--- src/sv/kfs_mac.sv ---
// shared multiply-accumulate: one rounded Q product per enabled cycle into a wide sum
module kfs_mac #(
  parameter int FRAC_BITS = 16
) (
  input  logic               clk_i,
  input  logic               rst_ni,
  input  logic               clr_i,
  input  logic               en_i,
  input  logic signed [31:0] a_i,
  input  logic signed [31:0] b_i,
  input  logic signed [71:0] init_i,
  output logic signed [71:0] acc_o
);
  logic signed [63:0] prod;
  logic signed [63:0] rnd;
  logic signed [71:0] acc_q;
  logic signed [71:0] acc_d;

  // arithmetic shift of the biased product rounds to nearest, ties upward
  assign prod = a_i * b_i;
  assign rnd  = (prod + (64'sd1 <<< (FRAC_BITS - 1))) >>> FRAC_BITS;

  // clear with a term starts a new sum at init plus that term
  always_comb begin
    acc_d = acc_q;
    if (en_i) acc_d = (clr_i ? init_i : acc_q) + 72'(rnd);
    else if (clr_i) acc_d = init_i;
  end

  always_ff @(posedge clk_i or negedge rst_ni) begin
    if (!rst_ni) acc_q <= '0;
    else acc_q <= acc_d;
  end

  assign acc_o = acc_q;
endmodule

--- config.mk ---
export PLATFORM = sky130hd
export DESIGN_NAME = kfs_mac
export DESIGN_NICKNAME = d
export VERILOG_FILES = /design/src/sv/kfs_mac.sv
export SDC_FILE = /design/constraint.sdc
export NUM_CORES = 2
export LEC_CHECK = 0
export ABC_AREA = 1
export ABC_CLOCK_PERIOD_IN_PS = 2500
export BUFFER_PORTS_ARGS = -buffer_cell sky130_fd_sc_hd__buf_2
export CORE_ASPECT_RATIO = 0.5
export CORE_MARGIN = 4
export CORE_UTILIZATION = 40
export DETAILED_ROUTE_END_ITERATION = 16
export GPL_ROUTABILITY_DRIVEN = 0
export PLACE_DENSITY = 0.54
export SYNTH_ARGS = -nofsm -noshare
export SYNTH_HDL_FRONTEND = slang
export SYNTH_SLANG_ARGS = --single-unit
--- constraint.sdc ---
create_clock -name clk_i -period 2.5 [get_ports clk_i]
set_clock_uncertainty 0.15 [all_clocks]
set_input_delay 0.625 -clock clk_i [delete_from_list [all_inputs] [get_ports clk_i]]
set_output_delay 0.625 -clock clk_i [all_outputs]
set_load 0.02 [all_outputs]
==> metrics.md <==
| Metric | Value |
|---|---|
| Per-cell routed wire length | 19.1 um |
| Number of global-route vias before repair | 46184 |
| First-pass iteration count of the detailed router | 6 |
| Setup_tns | -435.10 ns |
| Area taken by flip-flops and latches | 0.00180 mm^2 |
| Share of flip-flops with an asynchronous set or reset | 100% |
| Portion of the post-synthesis area used by sequential elements | 3.89% |
| Rel. slew slack | 63.3% |
| Cell Area, Placed | 0.0578 mm^2 |
| Longest Clk Path Bufs | 2 |
| Library cell with the largest summed area after synthesis | fa_1 |
| Shortest period the worst path allows | 9.05 ns |
| Final cell area excluding filler cells | 0.0651 mm^2 |
| Synthesized Nets | 7540 |
| Final worst slack | -6.55 ns |
| Cells taking the most area after synthesis | fa_1, inv_1, nand2_1, ha_1, dfrtp_1 |
| Class of the most critical hold timing path | input port to async pin |
| Type of destination of the critical path | flop |
| Transition at the pin with the smallest max-transition slack | 0.545 ns |
| Leading post-synthesis cells by instance count | inv_1, nand2_1, fa_1, nor2_1, ha_1 |
| Area growth from synthesis to layout | 40.5% |
| Violated checks | negative setup slack |
| Chip height | 249 um |
| Arrival time of the worst setup path | 9.16 ns |
| Die boundary width | 489 um |
| Cell area after technology mapping | 0.0463 mm^2 |
| Buffers added on ports | 211 |
| Clock slew at the register clock pins of the worst setup and hold paths | 0.07 ns |
| Initial core utilization | 40.7% |
| EDFF count, synth | 0 |
| Pin count of the biggest net entering global routing | 79 |
| CTS root buffer | clkbuf_16 |
| Final Routed Wirelength | 166000 um |
| Status | finished, violations left |
| Later-pin clock latency in the skew report | 0.37 ns |
| Die footprint | 0.122 mm^2 |
| Post-Synthesis Cells | 6067 |
| Post-route DRC | 0 |
| Setup repair after global routing missed its margin | true |
| Number of max-slew violations in the final report | 0 |
| Top flip-flop cell by instance count after synthesis | dfrtp_1 |
| Aggregate global-route resource usage | 27.2% |
| Mean number of vias per cell | 4.99 |
| Fillers | 10108 |
| Number of flip-flops under the largest register name | 72 |
| Number of antenna violations at the first check in global routing | 1 |
| Share of Yosys cell area claimed by the top area cell type | 46.8% |
| Fin crit share | 362% |
| CTS tree | built |
| Most numerous cell in the Yosys netlist | inv_1 |
| Dpl hpwl | 139000 um |
| Max Cap Violations | 0 |
| Number of buffers created by CTS | 9 |
| Register bit total from synthesis | 72 |
| Top achievable clock speed | 110 MHz |
| Warning count from the yosys run | 0 |
| Startpoint-to-endpoint class of the critical path | input port to flop |
| Worst Setup Start Kind | input port |
| Clock Sinks | 72 |
| Final core utilization | 57.2% |
| Clock H-tree levels | 3 |
| Vias after detailed routing | 43512 |
| I/O Pins | 212 |
| Placeable core area | 0.114 mm^2 |
| First-pass GRT wire length | 261000 um |
| Syn Area/Cell | 7.64 um^2 |
| Footprint of the multi-input gates | 0.0433 mm^2 |
| Nets | 8672 |
| Share of final-layout standard cells stronger than drive strength 1 | 34.4% |
| GRT overflow | 0 |
| Max FO, Critical Path | 19 |
| Data required time of the critical path | 2.61 ns |
| Slowest library cell on the worst path | fa_2 |
| Worst stage delay on the critical path | 0.66 ns |
| Final hold violations | 0 |
| Hold slack | 0.460 ns |
| # setup viols final | 72 |
| Number of distinct standard cells referenced by the synthesized netlist | 51 |
| Initial drt markers | 3370 |
| Number of nets with antenna violations after routing | 0 |
| Number of placement rows | 87 |
==> path summary, 6_finish.rpt <==
check	cells after the start	to	from	slack [ns]
min reg2reg	2	acc_o[53]$_DFF_PN0_	acc_o[53]$_DFF_PN0_	0.48
max reg2reg	14	acc_o[46]$_DFF_PN0_	acc_o[0]$_DFF_PN0_	-0.71
min in group clk_i	2	acc_o[53]$_DFF_PN0_	acc_o[53]$_DFF_PN0_	0.48
max in group asynchronous	3	acc_o[55]$_DFF_PN0_	rst_ni	1.10
min	2	acc_o[67]$_DFF_PN0_	rst_ni	0.46
max	40	acc_o[46]$_DFF_PN0_	b_i[7]	-6.55
==> cell type report <==
type,count,share of cell area [%]
timing repair buffer,1338,17.3
clock inverter,3,0.138
clock buffer,12,0.379
sequential,72,2.77
inverter,1716,9.96
tap,1513,2.91
antenna,1,0.00384
multi-input combinational,4062,66.5
==> metal layers <==
layer / routed length [um] / global-route usage (%) / vias up / share of wire [%]
li1: - / - / 19716 / -
met1: 74600 / 40.8 / 21975 / 45
met2: 76000 / 43.3 / 1612 / 46
met3: 12900 / 3.63 / 209 / 7.7
met4: 2850 / 3.45 / 0 / 1.7
met5: 0 / 0 / - / 0
==> repair_timing <==
| action | 4_1_cts | 5_1_grt |
|---|---|---|
| endpoints found under the hold margin | 6 | 0 |
| cloned | 8 | 3 |
| pin swaps | 273 | 287 |
| hold buffers | 1 | 0 |
| setup endpoints to repair | 72 | 72 |
| gates resized for setup | 869 | 503 |
| setup buffers | 96 | 73 |
==> metrics by stage <==
step | std cells | setup slack [ns]
3_3_place_gp | 8531 | -7.53
2_1_floorplan | 6067 | -6.25
5_1_grt | 8717 | -6.77
4_1_cts | 8645 | -6.39
3_5_place_dp | 8531 | -7.64
6_report | 8717 | -6.55
==> critical path: cells and delay by family <==
family	cells	cell delay, ns
adders and majority gates	10	4.72
buffers and inverters	12	1.28
AOI/OAI and AO/OA	5	0.95
and+or+nand+nor	13	1.55
==> kinds of logic (layout without fill, tap and decap cells) <==
group,count (synthesis),in the layout,synth area share [%]
adder cells (fa/ha/maj),1333,1333,53.5
AND/OR/NAND/NOR,2092,2092,18.0
flip-flops,72,72,3.89
multiplexers,54,54,1.31
XOR/XNOR,70,70,1.32
AO/OA/AOI/OAI,513,513,6.25
other,0,1,0
buffers and inverters,1933,3069,15.7
==> cell usage in the layout (no fill, tap or decap), drive strengths merged, types with 3 or more instances in the layout <==
| cell type | count |
|---|---|
| nor2 | 324 |
| and2 | 4 |
| a21oi | 221 |
| buf | 1331 |
| clkbuf | 16 |
| o211ai | 3 |
| a21boi | 10 |
| mux2 | 54 |
| nor3 | 24 |
| o21bai | 17 |
| fa | 1083 |
| xnor2 | 26 |
| nor4 | 11 |
| nand2 | 1548 |
| xor2 | 44 |
| nand3 | 117 |
| a21o | 20 |
| bufinv | 3 |
| nand3b | 16 |
| clkinv | 3 |
| a31oi | 11 |
| or2 | 25 |
| ha | 250 |
| nand4 | 21 |
| inv | 1712 |
| o21ai | 209 |
| dfrtp | 72 |
| o21a | 14 |
Power is not shown: default switching activity piles up to over one toggle a cycle in this logic, so the estimate is an artifact.
