File: src/sv/kfs_pkg.sv
package kfs_pkg;

  typedef enum logic [2:0] {
    OP_WR_A  = 3'd0,
    OP_WR_C  = 3'd1,
    OP_WR_X  = 3'd2,
    OP_WR_P  = 3'd3,
    OP_MEAS  = 3'd4
  } kfs_op_e;

  localparam int unsigned CFG_Q = 0;
  localparam int unsigned CFG_R = 1;

  localparam logic signed [31:0] SAT_MAX = 32'sh7fffffff;
  localparam logic signed [31:0] SAT_MIN = 32'sh80000000;

  typedef struct packed {
    logic [2:0]         op;
    logic [2:0]         row;
    logic [2:0]         col;
    logic signed [31:0] value;
  } kfs_in_t;

  typedef struct packed {
    logic [2:0]         element_index;
    logic signed [31:0] estimate;
    logic               last;
    logic               status;
  } kfs_out_t;

  // saturate a wide signed value to 32 bits
  function automatic logic signed [31:0] sat32(input logic signed [71:0] v);
    logic signed [31:0] r;
    if (v > 72'sh0000000007fffffff) r = SAT_MAX;
    else if (v < -72'sh000000000080000000) r = SAT_MIN;
    else r = v[31:0];
    return r;
  endfunction

endpackage

File: src/sv/kfs_div.sv
// restoring divider, one quotient bit per cycle, truncation toward zero
module kfs_div (
  input  logic               clk_i,
  input  logic               rst_ni,
  input  logic               start_i,
  input  logic signed [63:0] num_i,
  input  logic signed [31:0] den_i,
  output logic               done_o,
  output logic signed [31:0] quo_o
);
  import kfs_pkg::*;

  logic [63:0] n_q, n_d;
  logic [32:0] rem_q, rem_d;
  logic [31:0] den_q, den_d;
  logic [63:0] quo_q, quo_d;
  logic [6:0]  cnt_q, cnt_d;
  logic        neg_q, neg_d;
  logic        busy_q, busy_d;
  logic        done_q, done_d;
  logic [33:0] trial;
  logic signed [64:0] sq;

  assign trial = {rem_q, n_q[63]} - {2'b0, den_q};

  always_comb begin
    n_d = n_q; rem_d = rem_q; den_d = den_q; quo_d = quo_q;
    cnt_d = cnt_q; neg_d = neg_q; busy_d = busy_q; done_d = 1'b0;
    if (start_i) begin
      n_d    = num_i[63] ? 64'(-num_i) : num_i;
      den_d  = den_i[31] ? 32'(-den_i) : den_i;
      neg_d  = num_i[63] ^ den_i[31];
      rem_d  = '0;
      quo_d  = '0;
      cnt_d  = 7'd64;
      busy_d = 1'b1;
    end else if (busy_q) begin
      if (!trial[33]) begin
        rem_d = trial[32:0];
        quo_d = {quo_q[62:0], 1'b1};
      end else begin
        rem_d = {rem_q[31:0], n_q[63]};
        quo_d = {quo_q[62:0], 1'b0};
      end
      n_d   = {n_q[62:0], 1'b0};
      cnt_d = cnt_q - 7'd1;
      if (cnt_q == 7'd1) begin
        busy_d = 1'b0;
        done_d = 1'b1;
      end
    end
  end

  always_ff @(posedge clk_i or negedge rst_ni) begin
    if (!rst_ni) begin
      busy_q <= 1'b0; done_q <= 1'b0; cnt_q <= '0;
    end else begin
      busy_q <= busy_d; done_q <= done_d; cnt_q <= cnt_d;
    end
  end

  always_ff @(posedge clk_i) begin
    n_q <= n_d; rem_q <= rem_d; den_q <= den_d; quo_q <= quo_d; neg_q <= neg_d;
  end

  assign sq     = neg_q ? -$signed({1'b0, quo_q}) : $signed({1'b0, quo_q});
  assign done_o = done_q;
  assign quo_o  = sat32(72'(sq));
endmodule
File: config.mk
export PLATFORM = sky130hd
export DESIGN_NAME = kfs_div
export DESIGN_NICKNAME = d
export VERILOG_FILES = /design/src/sv/kfs_pkg.sv /design/src/sv/kfs_div.sv
export SDC_FILE = /design/constraint.sdc
export NUM_CORES = 1
export LEC_CHECK = 0
export ABC_AREA = 0
export BUFFER_PORTS_ARGS = -buffer_cell sky130_fd_sc_hd__buf_2
export CAP_MARGIN = 20
export CORE_ASPECT_RATIO = 1.75
export CORE_MARGIN = 4
export CORE_UTILIZATION = 45
export DETAILED_ROUTE_END_ITERATION = 8
export SYNTH_ARGS = -nofsm -noshare
export SYNTH_HDL_FRONTEND = slang
export SYNTH_SLANG_ARGS = --single-unit
File: constraint.sdc
create_clock -name clk_i -period 13.5 [get_ports clk_i]
set_input_delay 2.025 -clock clk_i [delete_from_list [all_inputs] [get_ports clk_i]]
set_output_delay 2.025 -clock clk_i [all_outputs]
set_load 0.02 [all_outputs]
==> metrics <==
Post-Place Worst Slack=roughly 6.3 ns; Leakage=approximately 6.5 nW; Power Total=between 2 and 3 mW; Detailed Route WL=about 34 mm; share of layout cells above drive strength 1=12.4%; Util after Layout=~51%; syn_area_per_cell=8.70 sq um; Nets=1771; syn nets=around 1700; critical path endpoint category=output pin; Tcrit/Tclk final=57.8%; CP max FO=12; Top Usage Layer GRT=met2; Synth area leader=edfxtp_1; area share of xor/xnor cells in the synthesized design=between 10% and 20%; Post-CTS Hold Fix Bufs=0; Worst EP arrival=between 5 and 6 ns; post-synthesis simple-gate area fraction=around a fifth; 1st-pass router iterations=5; total CTS buffers=21; Hold WC Path Type=flip-flop to flip-flop; routed length per instance=16.9 um; row count=84; antenna violation net count after detailed routing=0; clk slew on worst S/H paths=0.06 ns; 1st-iter DRT viols=~720; GRT Util Overall=around a fifth; Synth Register Bits=around 200; initial core utilization=a little under half; RR Startpoint=den_q[14]$_DFFE_PP_; Die Ht=239 um; multiplexer area fraction after synthesis=6.60%; global-route wire length before repair=about 56 mm; Tmin final=7.80 ns; fin. max-slew vios=0; Max Freq=0.128 GHz; CTS root buf=clkbuf_16; relative slew slack=between 30% and 40%; CORE AREA=30100 sq um; Area contributors post-synth=edfxtp_1 21%, dfxtp_1 14%, xor2_1 7.0%, mux2i_1 6.4%, nor2_1 6.0%; Crit. Startpoint=quo_q[8]$_SDFFE_PP0P_; Post-DP Area=around 15000 sq um; Crit Path Class=flip-flop to output pin; critical path data required time=~11 ns; post-CTS sizing=0; Final Non-Filler Cells=2038; met1 usage=~22%; Worst Skew=between 0.015 and 0.02 ns; largest net degree at the start of global routing=between 100 and 150; Post-synth EDFFs=just under 100; Post-Route Setup TNS=0 ns; count of cell types in the netlist=75; post-CTS setup buffers=0; area grow syn2layout=11.5%; total number of vias=about 12000; H-tree levels=1; vias in the first global route=roughly 12000; port bufs=roughly 130; CTS tree=done; Hold Violations, Final=0; Via-to-Cell Ratio=5.80; synthesized area=roughly 14000 sq um; Adder-Cell Fraction of Synth Area=roughly 3.5%; worst-case clock buffer depth=3; Hold Path Origin=rem_q[10]$_SDFFE_PP0P_; clock sinks=about 200; cell count after placement=between 1500 and 2000; DRC=0; ys async rst share=between 4 and 5%; post-synthesis sequential area ratio=37.1%; Routability Congestion=approximately 1; final worst slack=around 5.7 ns; Top FF cell, synth=edfxtp_1; die footprint=about 33000 sq um; Slew @ Worst Pin=a little over 0.9 ns; initial antenna violation count=2; I/O pin count=about 130; top cell type's share of synthesized area=about a fifth; Peak VDD IR=between 0.1 and 0.15 mV; total of max-cap violations=0; Clk Latency, worst-skew pair=0.52 ns; power density over the cells=171 nW/um^2; met2 Resource Use GR=38.0%; met3 GRT Util=roughly 1.9%; hpwl dp=25.0 mm; design area=15200 sq um; run status=finished clean; Final Setup Violations=0; Mapped Cells=roughly 1600; GRT overflow=0; area fraction in compound gates after synthesis=between 10% and 20%; Yosys Warn Count=0; largest family of logic cells by synthesized area=simple AND/OR/NAND/NOR gates; Startpoint Class=flip-flop; RSZ-0062 raised after global routing=false; Final Hold Slack=between 0.5 and 0.6 ns; Die X=around 140 um
-- state kept, by name, summed over array words and instances, names as in the netlist --
name / cells
n_q: 64
quo_q: 64
rem_q: 33
den_q: 32
cnt_q: 7
busy_q: 1
done_o: 1
neg_q: 1
-- cells by family (layout without fill, tap and decap cells) --
group	after synthesis	in the layout
adders and majority gates	38	38
AOI/OAI and AO/OA	378	378
and+or+nand+nor	530	530
DFF	203	203
other	0	2
muxes	90	90
xor gates and xnor gates	172	172
buffers and inverters	161	238
-- cells in the mapped netlist, drive strengths merged, types with 10 or more instances --
cell,count
a211oi,28
a21o,13
a21oi,93
a31oi,11
and3,12
buf,14
clkbuf,89
dfxtp,97
edfxtp,97
ha,37
inv,57
mux2i,88
nand2,77
nand2b,16
nand3,35
nand4,14
nor2,221
nor3,30
nor4,34
o21a,10
o21ai,93
o31ai,39
o41ai,28
or3,24
or4,31
xnor2,62
xor2,110
-- where the power goes --
group	switching [mW]	leakage, nW	internal [mW]	total, mW
clock network	0.240	0.348	0.339	0.579
registers	0.0675	1.87	0.752	0.819
logic	0.711	4.32	0.498	1.21
-- routing by layer --
metal,share of wire [%],up-vias
met1,39,5590
li1,-,5879
met5,0,-
met3,3.2,105
met2,54,256
met4,4.4,0
-- cells in the final DEF, fill, tap and decap left out, drive strengths merged, types with 13 or more instances in the layout --
cell	n
o41ai	28
a21oi	93
nor3	30
nand2b	16
a211oi	28
a21o	13
nor4	34
xnor2	62
nand4	14
o21ai	93
buf	141
o31ai	39
inv	59
xor2	110
nor2	221
clkbuf	30
nand2	77
dfxtp	97
ha	37
mux2i	88
or3	24
edfxtp	97
nand3	35
or4	31
-- final timing paths --
kind,endpoint,slack (ns),depth (start not counted)
worst min register to register,rem_q[10]$_SDFFE_PP0P_,0.50,2
min in group asynchronous,done_o$_DFF_PN0_,1.36,1
worst max register to register,rem_q[26]$_SDFFE_PP0P_,9.64,13
max in group asynchronous,busy_q$_DFF_PN0_,11.93,1
worst max-delay path,quo_o[19],5.70,10
worst min-delay path,rem_q[10]$_SDFFE_PP0P_,0.50,2
-- critical path, cell delays in order (launching register included) --
cell and delay (ns):
dfxtp_1 0.38, nor4_1 0.63, nand3_1 0.52, or4_1 0.90
or4_1 0.62, xnor2_1 0.15, or3_1 0.31, a32oi_1 0.71
a32oi_1 0.43, o211ai_1 0.38, buf_2 0.23
-- cell type report --
class                      count  area [sq um]
fill                        2970         14800
multi-input combinational   1208          8000
sequential                   203          5080
timing repair buffer         142           767
clock buffer                  29           617
tap                          387           484
inverter                      58           218
clock inverter                 9          73.8
antenna                        2          5.00
Power figures use the tool's default switching activity.
